`config.mk`:
```
export PLATFORM = sky130hd
export DESIGN_NAME = gate_mode_controller_core
export DESIGN_NICKNAME = d
export VERILOG_FILES = /design/src/gmc_pkg.sv /design/src/gate_mode_controller_core.sv /design/src/gmc_cfg.sv /design/src/gmc_ctrl.sv
export VERILOG_INCLUDE_DIRS = /design/src /design/src/src
export SDC_FILE = /design/constraint.sdc
export NUM_CORES = 1
export LEC_CHECK = 0
export BUFFER_PORTS_ARGS = -buffer_cell sky130_fd_sc_hd__buf_2
export CAP_MARGIN = 20
export CELL_PAD_IN_SITES_DETAIL_PLACEMENT = 2
export CELL_PAD_IN_SITES_GLOBAL_PLACEMENT = 2
export CORE_MARGIN = 1.5
export CORE_UTILIZATION = 33
export CTS_BUF_LIST = sky130_fd_sc_hd__clkbuf_8
export DETAILED_ROUTE_END_ITERATION = 12
export MAX_ROUTING_LAYER = met4
export PLACE_DENSITY_LB_ADDON = 0.12
export SLEW_MARGIN = 0
export SYNTH_ARGS = -nofsm -noshare
export SYNTH_HDL_FRONTEND = slang
export SYNTH_HIERARCHICAL = 1
export SYNTH_SLANG_ARGS = --single-unit
```
`constraint.sdc`:
```
create_clock -name clk -period 6.6 [get_ports clk]
set_input_delay 0 -clock clk [delete_from_list [all_inputs] [get_ports clk]]
set_output_delay 0 -clock clk [all_outputs]
set_load 0.01 [all_outputs]
```
`src/gate_mode_controller_core_macros.svh`:
```
`ifndef GATE_MODE_CONTROLLER_CORE_MACROS_SVH
`define GATE_MODE_CONTROLLER_CORE_MACROS_SVH

// Property checked at every clock edge outside reset
`define GMC_ASSERT(label, prop, msg) \
    label: assert property (@(posedge clk) disable iff (!rst_n) (prop)) else $error(msg);

// Condition at one edge implies a consequence at the next edge
`define GMC_ASSERT_NEXT(label, pre, post, msg) \
    label: assert property (@(posedge clk) disable iff (!rst_n) (pre) |=> (post)) else $error(msg);

`endif

```
`src/gmc_pkg.sv`:
```
package gmc_pkg;

    localparam int MAX_GATES_DEF = 15;
    localparam int CFG_ADDR_W    = 5;
    localparam int CFG_DATA_W    = 32;
    localparam int IN_DATA_W     = 64;
    localparam int IN_USER_W     = 2;
    localparam int OUT_DATA_W    = 16;

    // register indexes
    localparam logic [2:0] REG_LONG_PRESS   = 3'd0;
    localparam logic [2:0] REG_CRIT_PRESS   = 3'd1;
    localparam logic [2:0] REG_GATE_COUNT   = 3'd2;
    localparam logic [2:0] REG_FIX_GAP      = 3'd3;
    localparam logic [2:0] REG_STABLE_TGT   = 3'd4;
    localparam logic [2:0] REG_SWITCH_THR   = 3'd5;
    localparam logic [2:0] REG_AUTOSLEEP    = 3'd6;

    // item kinds
    localparam logic [1:0] FUNC_BUTTON = 2'd0;
    localparam logic [1:0] FUNC_FIX    = 2'd1;
    localparam logic [1:0] FUNC_REVERT = 2'd2;
    localparam logic [1:0] FUNC_WAKE   = 2'd3;

    // modes
    localparam logic [1:0] MODE_UNFIXED = 2'd0;
    localparam logic [1:0] MODE_FIXED   = 2'd1;
    localparam logic [1:0] MODE_MANUAL  = 2'd2;
    localparam logic [1:0] MODE_SLEEP   = 2'd3;

    localparam logic [4:0] SLEEP_CODE = 5'd16;

    typedef struct packed {
        logic [15:0] long_press_ms;
        logic [15:0] crit_press_ms;
        logic [3:0]  gate_count;
        logic [15:0] fix_gap_ms;
        logic [7:0]  stable_target;
        logic [7:0]  switch_threshold;
        logic [23:0] autosleep_dist_m;
    } cfg_t;

    localparam cfg_t CFG_RESET = '{
        long_press_ms:    16'd1000,
        crit_press_ms:    16'd5000,
        gate_count:       4'd2,
        fix_gap_ms:       16'd2500,
        stable_target:    8'd3,
        switch_threshold: 8'd3,
        autosleep_dist_m: 24'd1000
    };

    typedef struct packed {
        logic [1:0]  func;
        logic [23:0] nearest_dist_m;
        logic [3:0]  nearest_gate;
        logic        button_level;
        logic [31:0] now_ms;
    } item_t;

    localparam int ITEM_DATA_W = $bits(item_t) - IN_USER_W;

    typedef struct packed {
        logic       gate_changed;
        logic       sleep_request;
        logic       stamp_status;
        logic       mode_changed;
        logic [1:0] mode;
        logic [3:0] current_gate;
        logic [3:0] rc_gate;
    } result_t;

endpackage

```
`src/gate_mode_controller_core.sv`:
```
// Mode controller for a position-driven remote. Each s_ transfer carries a button sample, a GPS
// fix, a manual-revert request or a wake event (s_tuser), and produces exactly one m_ transfer
// with the gate to transmit to, the selected gate, the mode and event flags. An item is held in
// the input register, then in the result register; the decision logic between them updates the
// controller state as it moves on, so a new item is taken every cycle unless m_tready stalls.
// Thresholds are set through the APB port and must be written while idle; this is not enforced.
module gate_mode_controller_core
#(
    parameter int MAX_GATES = gmc_pkg::MAX_GATES_DEF
)
(
    input  logic                           clk,
    input  logic                           rst_n,
    input  logic                           psel,
    input  logic                           penable,
    input  logic                           pwrite,
    input  logic [gmc_pkg::CFG_ADDR_W-1:0] paddr,
    input  logic [gmc_pkg::CFG_DATA_W-1:0] pwdata,
    output logic [gmc_pkg::CFG_DATA_W-1:0] prdata,
    output logic                           pready,
    input  logic                           s_tvalid,
    output logic                           s_tready,
    // now_ms[31:0], button_level[32], nearest_gate[36:33], nearest_dist_m[60:37]
    input  logic [gmc_pkg::IN_DATA_W-1:0]  s_tdata,
    // func[1:0]
    input  logic [gmc_pkg::IN_USER_W-1:0]  s_tuser,
    output logic                           m_tvalid,
    input  logic                           m_tready,
    // rc_gate[3:0], current_gate[7:4], mode[9:8], mode_changed[10],
    // stamp_status[11], sleep_request[12], gate_changed[13]
    output logic [gmc_pkg::OUT_DATA_W-1:0] m_tdata
);

    gmc_pkg::cfg_t    cfg;
    gmc_pkg::item_t   in_item_reg;
    gmc_pkg::result_t res;
    gmc_pkg::result_t out_res_reg;
    logic             in_valid_reg, in_valid_next;
    logic             out_valid_reg, out_valid_next;
    logic             advance;
    logic             s_xfer;

    gmc_cfg u_cfg
    (
        .clk     (clk),
        .rst_n   (rst_n),
        .psel    (psel),
        .penable (penable),
        .pwrite  (pwrite),
        .paddr   (paddr),
        .pwdata  (pwdata),
        .prdata  (prdata),
        .pready  (pready),
        .cfg     (cfg)
    );

    gmc_ctrl #(
        .MAX_GATES (MAX_GATES)
    ) u_ctrl
    (
        .clk   (clk),
        .rst_n (rst_n),
        .cfg   (cfg),
        .step  (advance),
        .item  (in_item_reg),
        .res   (res)
    );

    assign advance        = in_valid_reg && (!out_valid_reg || m_tready);
    assign s_tready       = !in_valid_reg || advance;
    assign s_xfer         = s_tvalid && s_tready;
    assign in_valid_next  = s_xfer || (in_valid_reg && !advance);
    assign out_valid_next = advance || (out_valid_reg && !m_tready);

    always_ff @(posedge clk or negedge rst_n)
    begin
        if (!rst_n)
        begin
            in_valid_reg  <= 1'b0;
            out_valid_reg <= 1'b0;
        end
        else
        begin
            in_valid_reg  <= in_valid_next;
            out_valid_reg <= out_valid_next;
        end
    end

    always_ff @(posedge clk)
    begin
        if (s_xfer)
            in_item_reg <= {s_tuser, s_tdata[gmc_pkg::ITEM_DATA_W-1:0]};
        if (advance)
            out_res_reg <= res;
    end

    assign m_tvalid = out_valid_reg;
    assign m_tdata  = {{(gmc_pkg::OUT_DATA_W - $bits(gmc_pkg::result_t)){1'b0}}, out_res_reg};

endmodule

```
`src/gmc_cfg.sv`:
```
module gmc_cfg
(
    input  logic                          clk,
    input  logic                          rst_n,
    input  logic                          psel,
    input  logic                          penable,
    input  logic                          pwrite,
    input  logic [gmc_pkg::CFG_ADDR_W-1:0] paddr,
    input  logic [gmc_pkg::CFG_DATA_W-1:0] pwdata,
    output logic [gmc_pkg::CFG_DATA_W-1:0] prdata,
    output logic                          pready,
    output gmc_pkg::cfg_t                 cfg
);

    gmc_pkg::cfg_t cfg_reg;
    logic [2:0]    idx;
    logic          wr_en;

    assign idx    = paddr[4:2];
    assign wr_en  = psel && penable && pwrite;
    assign pready = 1'b1;
    assign cfg    = cfg_reg;

    always_ff @(posedge clk or negedge rst_n)
    begin
        if (!rst_n)
        begin
            cfg_reg <= gmc_pkg::CFG_RESET;
        end
        else if (wr_en)
        begin
            unique case (idx)
                gmc_pkg::REG_LONG_PRESS: cfg_reg.long_press_ms    <= pwdata[15:0];
                gmc_pkg::REG_CRIT_PRESS: cfg_reg.crit_press_ms    <= pwdata[15:0];
                gmc_pkg::REG_GATE_COUNT: cfg_reg.gate_count       <= pwdata[3:0];
                gmc_pkg::REG_FIX_GAP:    cfg_reg.fix_gap_ms       <= pwdata[15:0];
                gmc_pkg::REG_STABLE_TGT: cfg_reg.stable_target    <= pwdata[7:0];
                gmc_pkg::REG_SWITCH_THR: cfg_reg.switch_threshold <= pwdata[7:0];
                gmc_pkg::REG_AUTOSLEEP:  cfg_reg.autosleep_dist_m <= pwdata[23:0];
                default: ;
            endcase
        end
    end

    always_comb
    begin
        unique case (idx)
            gmc_pkg::REG_LONG_PRESS: prdata = {16'd0, cfg_reg.long_press_ms};
            gmc_pkg::REG_CRIT_PRESS: prdata = {16'd0, cfg_reg.crit_press_ms};
            gmc_pkg::REG_GATE_COUNT: prdata = {28'd0, cfg_reg.gate_count};
            gmc_pkg::REG_FIX_GAP:    prdata = {16'd0, cfg_reg.fix_gap_ms};
            gmc_pkg::REG_STABLE_TGT: prdata = {24'd0, cfg_reg.stable_target};
            gmc_pkg::REG_SWITCH_THR: prdata = {24'd0, cfg_reg.switch_threshold};
            gmc_pkg::REG_AUTOSLEEP:  prdata = {8'd0, cfg_reg.autosleep_dist_m};
            default:                 prdata = '0;
        endcase
    end

endmodule

```
`src/gmc_ctrl.sv`:
```
`include "gate_mode_controller_core_macros.svh"

module gmc_ctrl
#(
    parameter int MAX_GATES = gmc_pkg::MAX_GATES_DEF
)
(
    input  logic             clk,
    input  logic             rst_n,
    input  gmc_pkg::cfg_t    cfg,
    input  logic             step,
    input  gmc_pkg::item_t   item,
    output gmc_pkg::result_t res
);

    localparam logic [3:0] MaxGates = 4'(MAX_GATES);

    logic [1:0]  mode_reg, mode_next;
    logic        was_fixed_reg, was_fixed_next;
    logic [3:0]  gate_reg, gate_next;
    logic        press_active_reg, press_active_next;
    logic        press_long_reg, press_long_next;
    logic        press_crit_reg, press_crit_next;
    logic [31:0] press_start_reg, press_start_next;
    logic [31:0] last_fix_reg, last_fix_next;
    logic [7:0]  stable_count_reg, stable_count_next;
    logic [4:0]  switch_cand_reg, switch_cand_next;
    logic [7:0]  switch_count_reg, switch_count_next;

    logic [3:0]  eff_gates;
    logic [3:0]  cycled_gate;
    logic [31:0] held;
    logic [31:0] fix_gap;
    logic        close_fix;
    logic [7:0]  stable_upd;
    logic [4:0]  cand;
    logic [7:0]  count_inc;
    logic [1:0]  mode_fix;

    always_comb
    begin
        if (cfg.gate_count > MaxGates)
            eff_gates = MaxGates;
        else if (cfg.gate_count == 4'd0)
            eff_gates = 4'd1;
        else
            eff_gates = cfg.gate_count;
    end

    assign cycled_gate = (gate_reg >= eff_gates) ? 4'd1 : gate_reg + 4'd1;
    assign held        = item.now_ms - (press_active_reg ? press_start_reg : item.now_ms);
    assign fix_gap     = item.now_ms - last_fix_reg;
    assign close_fix   = fix_gap < {16'd0, cfg.fix_gap_ms};
    assign stable_upd  = close_fix ? stable_count_reg + 8'd1 : 8'd0;
    assign cand        = (item.nearest_dist_m < cfg.autosleep_dist_m) ?
                         {1'b0, item.nearest_gate} : gmc_pkg::SLEEP_CODE;
    assign count_inc   = (switch_count_reg == 8'hFF) ? 8'hFF : switch_count_reg + 8'd1;

    always_comb
    begin
        mode_next         = mode_reg;
        was_fixed_next    = was_fixed_reg;
        gate_next         = gate_reg;
        press_active_next = press_active_reg;
        press_long_next   = press_long_reg;
        press_crit_next   = press_crit_reg;
        press_start_next  = press_start_reg;
        last_fix_next     = last_fix_reg;
        stable_count_next = stable_count_reg;
        switch_cand_next  = switch_cand_reg;
        switch_count_next = switch_count_reg;
        mode_fix          = mode_reg;
        res               = '0;

        if (step)
        begin
            if (mode_reg == gmc_pkg::MODE_SLEEP)
            begin
                if (item.func == gmc_pkg::FUNC_WAKE)
                begin
                    mode_next         = gmc_pkg::MODE_UNFIXED;
                    res.mode_changed  = 1'b1;
                    res.stamp_status  = 1'b1;
                    res.gate_changed  = 1'b1;
                end
            end
            else
            begin
                case (item.func)
                    gmc_pkg::FUNC_BUTTON:
                    begin
                        if (item.button_level)
                        begin
                            press_active_next = 1'b1;
                            if (!press_active_reg)
                                press_start_next = item.now_ms;
                            if (held > {16'd0, cfg.long_press_ms} && !press_long_reg)
                            begin
                                press_long_next = 1'b1;
                                if (mode_reg == gmc_pkg::MODE_FIXED)
                                begin
                                    was_fixed_next   = 1'b1;
                                    mode_next        = gmc_pkg::MODE_MANUAL;
                                    res.mode_changed = 1'b1;
                                    res.stamp_status = 1'b1;
                                end
                                else if (mode_reg == gmc_pkg::MODE_MANUAL)
                                begin
                                    res.stamp_status = 1'b1;
                                end
                                gate_next        = cycled_gate;
                                res.gate_changed = 1'b1;
                            end
                            if (!press_crit_reg && held > {16'd0, cfg.crit_press_ms})
                            begin
                                press_crit_next   = 1'b1;
                                mode_next         = gmc_pkg::MODE_SLEEP;
                                res.mode_changed  = 1'b1;
                                res.stamp_status  = 1'b1;
                                res.sleep_request = 1'b1;
                            end
                        end
                        else if (press_active_reg)
                        begin
                            if (press_long_reg)
                            begin
                                press_long_next = 1'b0;
                            end
                            else
                            begin
                                res.rc_gate = gate_reg;
                                if (mode_reg == gmc_pkg::MODE_MANUAL)
                                    res.stamp_status = 1'b1;
                            end
                            press_crit_next   = 1'b0;
                            press_active_next = 1'b0;
                        end
                    end
                    gmc_pkg::FUNC_FIX:
                    begin
                        if (mode_reg == gmc_pkg::MODE_UNFIXED)
                        begin
                            stable_count_next = stable_upd;
                            if (stable_upd == cfg.stable_target)
                            begin
                                mode_fix         = gmc_pkg::MODE_FIXED;
                                res.mode_changed = 1'b1;
                                res.stamp_status = 1'b1;
                            end
                        end
                        mode_next     = mode_fix;
                        last_fix_next = item.now_ms;

                        if (cand != switch_cand_reg)
                        begin
                            switch_cand_next  = cand;
                            switch_count_next = 8'd0;
                        end
                        else if (count_inc < cfg.switch_threshold)
                        begin
                            switch_count_next = count_inc;
                        end
                        else
                        begin
                            switch_count_next = cfg.switch_threshold;
                            if (mode_fix != gmc_pkg::MODE_MANUAL && cand != {1'b0, gate_reg})
                            begin
                                if (cand == gmc_pkg::SLEEP_CODE)
                                begin
                                    mode_next         = gmc_pkg::MODE_SLEEP;
                                    res.mode_changed  = 1'b1;
                                    res.stamp_status  = 1'b1;
                                    res.sleep_request = 1'b1;
                                end
                                else if (cand[3:0] != 4'd0 && cand[3:0] <= eff_gates)
                                begin
                                    gate_next        = cand[3:0];
                                    res.gate_changed = 1'b1;
                                end
                            end
                        end
                    end
                    gmc_pkg::FUNC_REVERT:
                    begin
                        mode_next        = was_fixed_reg ? gmc_pkg::MODE_FIXED :
                                                           gmc_pkg::MODE_UNFIXED;
                        res.mode_changed = 1'b1;
                        res.stamp_status = 1'b1;
                    end
                    default: ;
                endcase
            end
        end

        res.current_gate = gate_next;
        res.mode         = mode_next;
    end

    always_ff @(posedge clk or negedge rst_n)
    begin
        if (!rst_n)
        begin
            mode_reg         <= gmc_pkg::MODE_UNFIXED;
            was_fixed_reg    <= 1'b0;
            gate_reg         <= 4'd1;
            press_active_reg <= 1'b0;
            press_long_reg   <= 1'b0;
            press_crit_reg   <= 1'b0;
            press_start_reg  <= '0;
            last_fix_reg     <= '0;
            stable_count_reg <= '0;
            switch_cand_reg  <= '0;
            switch_count_reg <= '0;
        end
        else
        begin
            mode_reg         <= mode_next;
            was_fixed_reg    <= was_fixed_next;
            gate_reg         <= gate_next;
            press_active_reg <= press_active_next;
            press_long_reg   <= press_long_next;
            press_crit_reg   <= press_crit_next;
            press_start_reg  <= press_start_next;
            last_fix_reg     <= last_fix_next;
            stable_count_reg <= stable_count_next;
            switch_cand_reg  <= switch_cand_next;
            switch_count_reg <= switch_count_next;
        end
    end

    `GMC_ASSERT(a_gate_in_range, gate_reg != 4'd0 && gate_reg <= MaxGates, "gate out of range")
    `GMC_ASSERT(a_sleep_req_mode, !res.sleep_request || res.mode == gmc_pkg::MODE_SLEEP, "sleep request without sleep mode")
    `GMC_ASSERT(a_mode_chg_stamp, !res.mode_changed || res.stamp_status, "mode update without stamp")
    `GMC_ASSERT_NEXT(a_sleep_frozen, step && mode_reg == gmc_pkg::MODE_SLEEP && item.func != gmc_pkg::FUNC_WAKE, $stable(gate_reg) && $stable(mode_reg) && $stable(press_active_reg), "state moved while asleep")

endmodule
```
==> results of run 1 <==
==> logic make-up (layout without fill, tap and decap cells) <==
group | Yosys count | in the layout | share of synthesized area [%]
AO/OA/AOI/OAI | 466 | 466 | 16.6
flip-flops | 266 | 266 | 39.5
adder cells (fa/ha/maj) | 157 | 157 | 11.0
XOR/XNOR | 59 | 59 | 2.88
AND/OR/NAND/NOR | 514 | 514 | 14.5
multiplexers | 164 | 164 | 10.3
other | 3 | 12 | 0.0628
buffers and inverters | 211 | 481 | 5.11
==> synthesized netlist by cell type, drive strengths merged, types with 10 or more instances <==
| master | count | area share [%] |
|---|---|---|
| a211oi | 17 | 0.74 |
| a21o | 39 | 1.6 |
| a21oi | 135 | 3.8 |
| a31oi | 13 | 0.45 |
| and2 | 21 | 0.75 |
| and3 | 14 | 0.50 |
| buf | 34 | 1.4 |
| clkbuf | 40 | 0.84 |
| dfrtp | 161 | 22 |
| dfstp | 28 | 4.1 |
| edfxtp | 77 | 13 |
| ha | 155 | 11 |
| inv | 137 | 2.9 |
| mux2 | 101 | 6.8 |
| mux2i | 63 | 3.5 |
| nand2 | 173 | 3.6 |
| nand2b | 27 | 0.94 |
| nand3 | 29 | 0.81 |
| nand3b | 10 | 0.49 |
| nand4 | 32 | 1.2 |
| nor2 | 117 | 2.8 |
| nor2b | 13 | 0.45 |
| nor3 | 30 | 0.84 |
| o211ai | 19 | 0.80 |
| o21a | 25 | 1.1 |
| o21ai | 120 | 3.4 |
| o221ai | 13 | 0.64 |
| o31ai | 11 | 0.46 |
| xnor2 | 41 | 2.0 |
| xor2 | 18 | 0.88 |
==> final cells by class <==
| type | instances | area [sq um] |
|---|---|---|
| sequential | 266 | 7080 |
| fill | 5834 | 32300 |
| multi-input combinational | 1371 | 9970 |
| clock inverter | 33 | 254 |
| clock buffer | 65 | 895 |
| inverter | 137 | 514 |
| tap | 696 | 871 |
| timing repair buffer | 246 | 1780 |
| antenna | 1 | 2.50 |
==> power by group through the flow <==
stage	Combinational [mW]	Sequential [mW]	Clock [mW]
3_5_place_dp	3.53	2.36	0
4_1_cts	3.61	2.33	1.92
3_3_place_gp	3.38	2.34	0
6_report	3.58	2.33	1.84
5_1_grt	4.01	2.38	1.98
2_1_floorplan	2.51	2.26	0
==> cells in the final DEF (no fill, tap or decap), types with 16 or more instances in the layout <==
master and instances:
mux2_2 81, a211oi_1 16, xnor2_1 41, o211ai_1 19, nor2_1 109, nand3_1 29
nand4_1 30, mux2_4 20, o21ai_0 113, buf_2 135, mux2i_1 63, and2_1 20
edfxtp_1 77, nor3_1 30, xor2_1 18, ha_1 155, nand2_1 173, dfstp_2 28
nand2b_1 27, dfrtp_1 160, o21a_1 24, a21oi_1 133, clkbuf_8 66, inv_1 152
a21o_1 39, dlygate4sd3_1 99
==> worst max-delay path, stage by stage (launching register included) <==
cell and delay [ps]:
edfxtp_1 490, inv_1 110, fa_1 490, and2b_1 250
o2111ai_1 250, a211oi_2 580, nor2_1 150, o21ai_0 270
xor2_1 180, ha_1 260, a21o_1 170, a221oi_1 260
o221ai_1 170, a211oi_1 270, nand3_1 110, nor4_1 250
nand4_1 170, buf_4 240, or2_0 240, a21oi_1 150
nand4_1 310, a211o_1 380
==> final timing paths <==
kind                                      start  slack [ps]                          to
max in group asynchronous                 rst_n        5230               u_cfg/cfg[64]
min in group clk                    s_tdata[50]          70             in_item_reg[50]
max reg2reg                      in_item_reg[1]         600                  m_tdata[9]
min reg2reg                u_ctrl/was_fixed_reg         490        u_ctrl/was_fixed_reg
min                                       rst_n         -10  u_ctrl/switch_count_reg[7]
max                              in_item_reg[1]         600                  m_tdata[9]
==> routing by layer <==
layer	up-vias	track usage, %	wire length [microns]
met5	-	-	0
met4	0	5.32	1220
met3	76	2.48	1410
met2	178	37.9	29400
met1	7609	27.7	27300
li1	7109	-	-
==> metrics.txt, run 1 <==
required time worst endpoint 6980 ps; aggregate global-route resource usage between 20% and 30%; final std cells w/o fill 2815; total via count after detailed routing 15000; portion of total power attributed to combinational logic 46.2%; run status finished, violations left; Clock Skews 19.7 ps; Total Power 7.75 mW; clock period minus final worst setup slack 6000 ps; async set-or-reset flop fraction in the synthesized netlist a little under three quarters; core region area 53700 sq um; worst slack after detailed placement 602 ps; master cell of the clock root buffer clkbuf_8; data arrival time of the critical path 6370 ps; ratio of cells with drive above 1 in the final layout between 10% and 20%; DR iter-0 viols 645; mean area per synthesized cell 9.74 sq um; total CTS buffers 52; Crit Path Max Fanout 15; Die Wd 236 microns; count of flip-flops with a built-in enable after synthesis 77; element type at the critical path start register; Via density about 5.3; RSZ-0062 raised after global routing false; Synthesis Warnings 6; power density of the placed cells around 360 nW/um^2; worst slew slack as a fraction of its limit 33.3%; worst hold slack across all endpoints -10.4 ps; Starting Density between 30 and 40%; slew of the pin with the lowest slew margin 1000 ps; post-route setup TNS 0 ps; number of flip-flops in the largest register 92; P_sw 3.17 mW; P_leak about 9.3 nW; area of the die 55700 sq um; die extent in y 236 microns; top_reg_cell synth dfrtp_1; post-CTS setup buffers 0; Post-CTS Hold Fix Bufs a little under 100; remaining number of nets flagged by the antenna check after routing 0; final wirelength 59.3 mm; start-to-end type of the worst setup path reg -> reg; Layout Utilization 39.8%; placed insts 2616; count of max-cap constraint violations 0; total iterations of the first detailed-routing run 5; total placed instance area 19200 sq um; routed length per placed instance 21.1 microns; number of cells traversed by the worst register-to-register path 21; Final Net Count 2341; share of synthesized area occupied by flip-flops and latches 39.5%; worst voltage drop across the vdd grid 180 uV; synthesized instance count 1840; final HPWL from detailed placement 43.5 mm; post-route cell area 21400 sq um; cell area after synthesis ~18000 sq um; final period utilization 90.9%; RD Place Congestion roughly 0.83; count of final max-slew check failures 0; class of the most critical hold timing path in -> async; pin count of the biggest net entering global routing 91; cell row count 85; total of flip-flops plus latches after synthesis 266; maximum frequency from static timing analysis 0.167 GHz; number of buffers inserted by port buffering between 100 and 150; count of final setup violators 0; sequential group share of total power a little under a third; TritonCTS clock tree done; Cell Int Power about 4.6 mW; CTS H-tree lvls 2; critical path endpoint category register; part of the total power dissipated in the clock network between 20% and 30%; total global routing overflow 0; clock slew seen by the registers of the worst setup and hold paths 60 ps; TritonCTS Sinks 266; initial antenna violation count 2; violated checks hold timing; share of total power consumed by net switching between 40% and 50%; number of buffers on the longest clock path 3; Final Worst Setup Slack 603 ps; insertion delay of the later-clocked pin in the worst-skew pair roughly 650 ps; I/O pin total about 160; Fin. Hold Viols 2; number of global-route vias before repair 16600; first-pass GRT wire length approximately 94 mm; P&R area growth vs syn 19.2%; number of instances resized during post-cts repair 0; number of different library cells in the post-synthesis netlist 95; Post-route DRC 0
Note: power is estimated with default switching activity, not from simulation.
==> run 2: changes to the inputs <==
CTS_BUF_LIST = sky130_fd_sc_hd__clkbuf_4 sky130_fd_sc_hd__clkbuf_8   (was sky130_fd_sc_hd__clkbuf_8)
SKIP_LAST_GASP = 1   (was not set)
==> metrics.txt, run 2 (synthesis gave the netlist of run 1 again) <==
most frequent standard cell in the layout excluding fill and tap cells nand2_1; start-to-end type of the worst setup path reg -> reg; slew of the pin with the lowest slew margin 994 ps (-6.60 ps); longest individual stage delay on the worst path 550 ps (-30 ps); final wirelength 59.4 mm (+0.13%); worst voltage drop across the vdd grid 177 uV (-1.9%); clock slew seen by the registers of the worst setup and hold paths 60 ps (about the same); clock period minus final worst setup slack 5940 ps (-59.6 ps); highest-count cells in the layout ignoring fill and taps nand2_1, dfrtp_1, ha_1; Post-route DRC 0 (unchanged); element type at the critical path start register; Final Worst Setup Slack 662 ps (+59.6 ps); insertion delay of the later-clocked pin in the worst-skew pair 650 ps (about the same); highest-delay cell along the critical path a211oi_2; area of the die 55700 sq um (unchanged); Total Power 7.84 mW (+1.1%); CTS H-tree lvls 2 (unchanged); DR iter-0 viols 626 (-2.9%); footprint of the multi-input gates 9970 sq um (unchanged); Die Wd 236 microns (unchanged); RSZ-0062 raised after global routing false; die extent in y 236 microns (unchanged); part of the total power dissipated in the clock network 24.7% (+0.9 points); Final Net Count 2342 (+0.043%); count of final max-slew check failures 0 (unchanged); RD Place Congestion 0.827 (unchanged); master cell of the clock root buffer clkbuf_8; total via count after detailed routing 15000 (+0.040%); worst hold slack across all endpoints -11.2 ps (-0.744 ps); cell row count 85 (unchanged); run status finished, violations left; data arrival time of the critical path 6320 ps (-50 ps); final HPWL from detailed placement 43.5 mm (unchanged); P&R area growth vs syn 19.6%; remaining number of nets flagged by the antenna check after routing 0 (unchanged); maximum frequency from static timing analysis 0.168 GHz (+1.0%); Clock Skews 16.2 ps (-3.51 ps); total iterations of the first detailed-routing run 5 (unchanged); Crit Path Max Fanout 15 (unchanged); number of flip-flops in the largest register 92 (unchanged); initial antenna violation count 2 (unchanged); core region area 53700 sq um (unchanged); aggregate global-route resource usage 22.1% (+0.077 points); Fin. Hold Viols 2 (unchanged); worst slack after detailed placement 602 ps (unchanged); Via density 5.32 (about the same); post-CTS setup buffers 0 (unchanged); sequential group share of total power 29.7% (-0.3 points); sequence of cells on the critical path inv_1 -> fa_1 -> and2b_1 -> o2111ai_1 -> a211oi_2 -> nor2_1 -> o21ai_0 -> xor2_1 -> ha_1 -> a21o_1 -> a221oi_1 -> o221ai_1 -> a211oi_1 -> nand3_1 -> nor4_1 -> nand4_1 -> buf_4 -> or2_0 -> a21oi_1 -> nand4_1 -> a211o_1; count of final setup violators 0 (unchanged); number of buffers on the longest clock path 3 (unchanged); critical path endpoint category register; number of cells traversed by the worst register-to-register path 21 (unchanged); total of fill cells in the finished design 5828 (-0.10%); violated checks hold timing; I/O pin total 161 (unchanged); Starting Density 33.4% (unchanged); worst slew slack as a fraction of its limit 33.8% (+0.44 points); area occupied by registers 7080 sq um (unchanged); TritonCTS Sinks 266 (unchanged); first-pass GRT wire length 94.7 mm (+0.31%); required time worst endpoint 6980 ps (about the same); P_leak 9.30 nW (about the same); total global routing overflow 0 (unchanged); count of max-cap constraint violations 0 (unchanged); pin count of the biggest net entering global routing 91 (unchanged); P_sw 3.17 mW (+0.14%); number of global-route vias before repair 16600 (-0.072%); final period utilization 90.0% (-0.90 points); TritonCTS clock tree done; share of total power consumed by net switching 40.4% (-0.41 points); most frequent CP cell nand4_1; class of the most critical hold timing path in -> async; number of buffers inserted by port buffering 136 (unchanged); post-route setup TNS 0 ps (unchanged); portion of total power attributed to combinational logic 45.7% (-0.5 points); total CTS buffers 52 (unchanged); ratio of cells with drive above 1 in the final layout 19.2% (+0.70 points); routed length per placed instance 21.1 microns (about the same); power density of the placed cells 366 nW/um^2 (+0.84%); Cell Int Power 4.67 mW (+1.8%)
-- run 2: cell types whose count changed in the layout (fill, tap and decap cells not counted) --
cell,before,now
dlygate4sd3_1,99,100
inv_1,152,137
clkbuf_4,0,15
-- run 2: power by group through the flow --
stage               combinational [mW]  clock, mW  sequential (mW)
floorplan                         2.51          0             2.26
global route                      4.01       2.07             2.38
detailed placement                3.53          0             2.36
global placement                  3.38          0             2.34
CTS                               3.61       2.00             2.33
finish                            3.58       1.93             2.33
-- run 2: metrics by stage --
| step | std cells | instance area [sq um] | hold slack, ps | utilization, % |
|---|---|---|---|---|
| final | 2816 | 21400 | -11.2 | 39.9 |
| after global routing | 2816 | 21400 | 38.2 | 39.9 |
| after CTS | 2814 | 21400 | 0.196 | 39.8 |
| after global placement | 2616 | 19200 | 146 | 35.7 |
| after floorplan | 1848 | 18000 | -296 | - |
| after detailed placement | 2616 | 19200 | 151 | 35.7 |
-- run 2: critical path: cells and delay by family, from the launching register on --
| kind | cells | cell delay, ps |
|---|---|---|
| DFF | 1 | 490 |
| xor gates and xnor gates | 1 | 180 |
| and+or+nand+nor | 7 | 1460 |
| adders and majority gates | 2 | 750 |
| AOI/OAI and AO/OA | 9 | 2440 |
| buffers and inverters | 2 | 350 |
-- run 2: final timing paths --
kind,start,slack (ps),endpoint
worst max-delay path,in_item_reg[1],660,m_tdata[9]
worst min-delay path,rst_n,-10,u_ctrl/switch_count_reg[7]
worst max register to register,in_item_reg[1],660,m_tdata[9]
worst min register to register,u_ctrl/was_fixed_reg,490,u_ctrl/was_fixed_reg
max in group asynchronous,rst_n,5240,u_cfg/cfg[64]
min in group clk,s_tdata[50],60,in_item_reg[50]
-- run 2: layer usage --
metal,share of wire (%),GRT usage [%],up-vias
met5,0,-,-
met4,1.9,5.36,0
met3,2.5,2.47,68
met2,50,38.0,181
met1,46,27.8,7625
li1,-,-,7104
-- run 2: layout make-up --
| class | count | area share (%) |
|---|---|---|
| Clock buffer | 80 | 4.70 |
| Inverter | 137 | 2.40 |
| Tap cell | 696 | 4.06 |
| Multi-Input combinational cell | 1371 | 46.5 |
| Clock inverter | 18 | 0.922 |
| Sequential cell | 266 | 33.0 |
| Timing Repair Buffer | 247 | 8.37 |
| Antenna cell | 1 | 0.0117 |
-- run 2: timing repair --
item | CTS | global route
hold buffers | 100 | 0
endpoints found under the hold margin | 245 | 0
resized for setup | 0 | 0
==> run 3: changes to the inputs <==
==> constraint.sdc (replaced) <==
create_clock -name clk -period 6.6 [get_ports clk]
set_input_delay 0.33 -clock clk [delete_from_list [all_inputs] [get_ports clk]]
set_output_delay 0.33 -clock clk [all_outputs]
set_load 0.01 [all_outputs]
==> metrics.txt, run 3 (synthesis gave the netlist of run 1 again) <==
run status complete, no violations; clock slew seen by the registers of the worst setup and hold paths 60 ps (about the same); pin count of the biggest net entering global routing 76 (-16%); core region area 53700 sq um (unchanged); I/O pin total 161 (unchanged); count of final setup violators 0 (unchanged); aggregate global-route resource usage 22.1% (-0.066 points); total via count after detailed routing 14900 (-0.70%); RD Place Congestion 0.823 (-0.47%); P&R area growth vs syn 18.8%; area of the die 55700 sq um (unchanged); total of fill cells in the finished design 5800 (-0.48%); worst slack after detailed placement 699 ps (+96.5 ps); cell row count 85 (unchanged); count of final max-slew check failures 0 (unchanged); Via density 5.31 (-0.24%); number of global-route vias before repair 16400 (-1.1%); slew of the pin with the lowest slew margin 986 ps (-7.72 ps); class of the most critical hold timing path in -> reg; worst slew slack as a fraction of its limit 34.3% (+0.51 points); count of max-cap constraint violations 0 (unchanged); most frequent standard cell in the layout excluding fill and tap cells nand2_1; Crit Path Max Fanout 15 (unchanged); initial antenna violation count 3 (+1); final period utilization 89.3% (-0.68 points); TritonCTS clock tree done; number of flip-flops in the largest register 92 (unchanged); element type at the critical path start register; total CTS buffers 52 (unchanged); required time worst endpoint 6970 ps (about the same); power density of the placed cells 365 nW/um^2 (-0.19%); Final Net Count 2329 (-0.56%); start-to-end type of the worst setup path reg -> reg; worst voltage drop across the vdd grid 190 uV (+7.5%); remaining number of nets flagged by the antenna check after routing 0 (unchanged); final wirelength 59.1 mm (-0.52%); Fin. Hold Viols 0 (-2); number of buffers inserted by port buffering 136 (unchanged); clock period minus final worst setup slack 5890 ps (-45.0 ps); longest individual stage delay on the worst path 570 ps (+20 ps); highest-count cells in the layout ignoring fill and taps nand2_1, dfrtp_1, ha_1; die extent in y 236 microns (unchanged); total global routing overflow 0 (unchanged); DR iter-0 viols 570 (-8.9%); Post-route DRC 0 (unchanged); number of buffers on the longest clock path 3 (unchanged); Worst R2R Setup Slack 710 ps (+40 ps); Starting Density 33.4% (unchanged); data arrival time of the critical path 6260 ps (-60 ps); post-CTS setup buffers 0 (unchanged); most frequent CP cell nand4_1; total iterations of the first detailed-routing run 4 (-1); ratio of cells with drive above 1 in the final layout 19.5% (+0.36 points); Die Wd 236 microns (unchanged); critical path endpoint category register; routed length per placed instance 21.1 microns (about the same); first-pass GRT wire length 94.1 mm (-0.71%); post-route setup TNS 0 ps (unchanged); highest-delay cell along the critical path a211oi_2; RSZ-0062 raised after global routing false; master cell of the clock root buffer clkbuf_8; CTS H-tree lvls 2 (unchanged); maximum frequency from static timing analysis 0.170 GHz (+0.76%); P_leak 9.25 nW (-0.49%); Clock Skews 33.0 ps (+16.8 ps); TritonCTS Sinks 266 (unchanged); sequence of cells on the critical path inv_1 -> fa_1 -> and2b_1 -> o2111ai_1 -> a211oi_2 -> nor2_1 -> o21ai_0 -> xor2_1 -> ha_1 -> a21o_1 -> a221oi_1 -> o221ai_1 -> a211oi_1 -> nand3_1 -> nor4_1 -> nand4_1 -> buf_4 -> or2_0 -> a21oi_1 -> nand4_1 -> a211o_1; insertion delay of the later-clocked pin in the worst-skew pair 650 ps (about the same); final HPWL from detailed placement 43.5 mm (+0.18%); Post-CTS Hold Fix Bufs 85 (-15%); number of instances resized during post-cts repair 0 (unchanged); Final Worst Setup Slack 707 ps (+45.0 ps)
-- run 3: cell types whose count changed in the layout (fill, tap and decap cells not counted), sizes merged --
| cell | delta |
|---|---|
| bufinv | -2 |
| clkinv | -3 |
| dlygate4sd3 | -15 |
| clkbuf | +5 |
| buf | +2 |
-- run 3: metrics by stage --
step                instance area [sq um]  util (%)  hold slack, ps  power [mW]  std cells
floorplan                           18000         -            34.4        4.76       1848
global placement                    19200      35.8             396        5.72       2617
detailed placement                  19200      35.8             388        5.88       2617
CTS                                 21200      39.5            11.4        7.89       2800
global route                        21300      39.7            35.8        8.42       2803
finish                              21300      39.7            67.8        7.78       2803
-- run 3: layer usage --
| layer | global-route usage (%) | vias to the layer above | routed length (microns) | part of all wire (%) |
|---|---|---|---|---|
| li1 | - | 7093 | - | - |
| met1 | 27.6 | 7520 | 27000 | 46 |
| met2 | 37.2 | 176 | 29100 | 49 |
| met3 | 2.98 | 84 | 1670 | 2.8 |
| met4 | 6.10 | 0 | 1280 | 2.2 |
| met5 | - | - | 0 | 0 |
-- run 3: critical path, delay by kind of cell, from the launching register on --
family / cells / cell delay [ps]
XOR/XNOR: 1 / 170
AO/OA/AOI/OAI: 9 / 2450
AND/OR/NAND/NOR: 7 / 1450
buffers and inverters: 2 / 330
adder cells (fa/ha/maj): 2 / 720
flip-flops: 1 / 490
-- run 3: report_power, final --
group | leakage, nW | total, mW | switching, mW | internal [mW]
Sequential | 3.03 | 2.33 | 0.263 | 2.07
Clock | 0.638 | 1.89 | 0.794 | 1.09
Combinational | 5.58 | 3.56 | 2.09 | 1.47
-- run 3: area by class of cell --
cell class	instances	area, sq um	share of cell area [%]
multi-input cells	1371	9970	46.8
flip-flops and latches	266	7080	33.2
repair buffers	234	1680	7.88
clock buffers	85	1060	4.96
well taps	696	871	4.09
inverters	137	514	2.41
clock inverters	13	126	0.593
diodes	1	2.50	0.0118
-- run 3: path summary, 6_finish.rpt --
| check | cells past startpoint | start | to |
|---|---|---|---|
| worst max-delay path | 21 | in_item_reg[1] | m_tdata[9] |
| worst min-delay path | 2 | pwdata[1] | u_cfg/cfg[33] |
| worst max register to register | 21 | in_item_reg[1] | m_tdata[9] |
| worst min register to register | 1 | u_ctrl/was_fixed_reg | u_ctrl/was_fixed_reg |
| max in group asynchronous | 3 | rst_n | u_ctrl/press_active_reg |
| min in group asynchronous | 2 | rst_n | u_ctrl/switch_count_reg[7] |
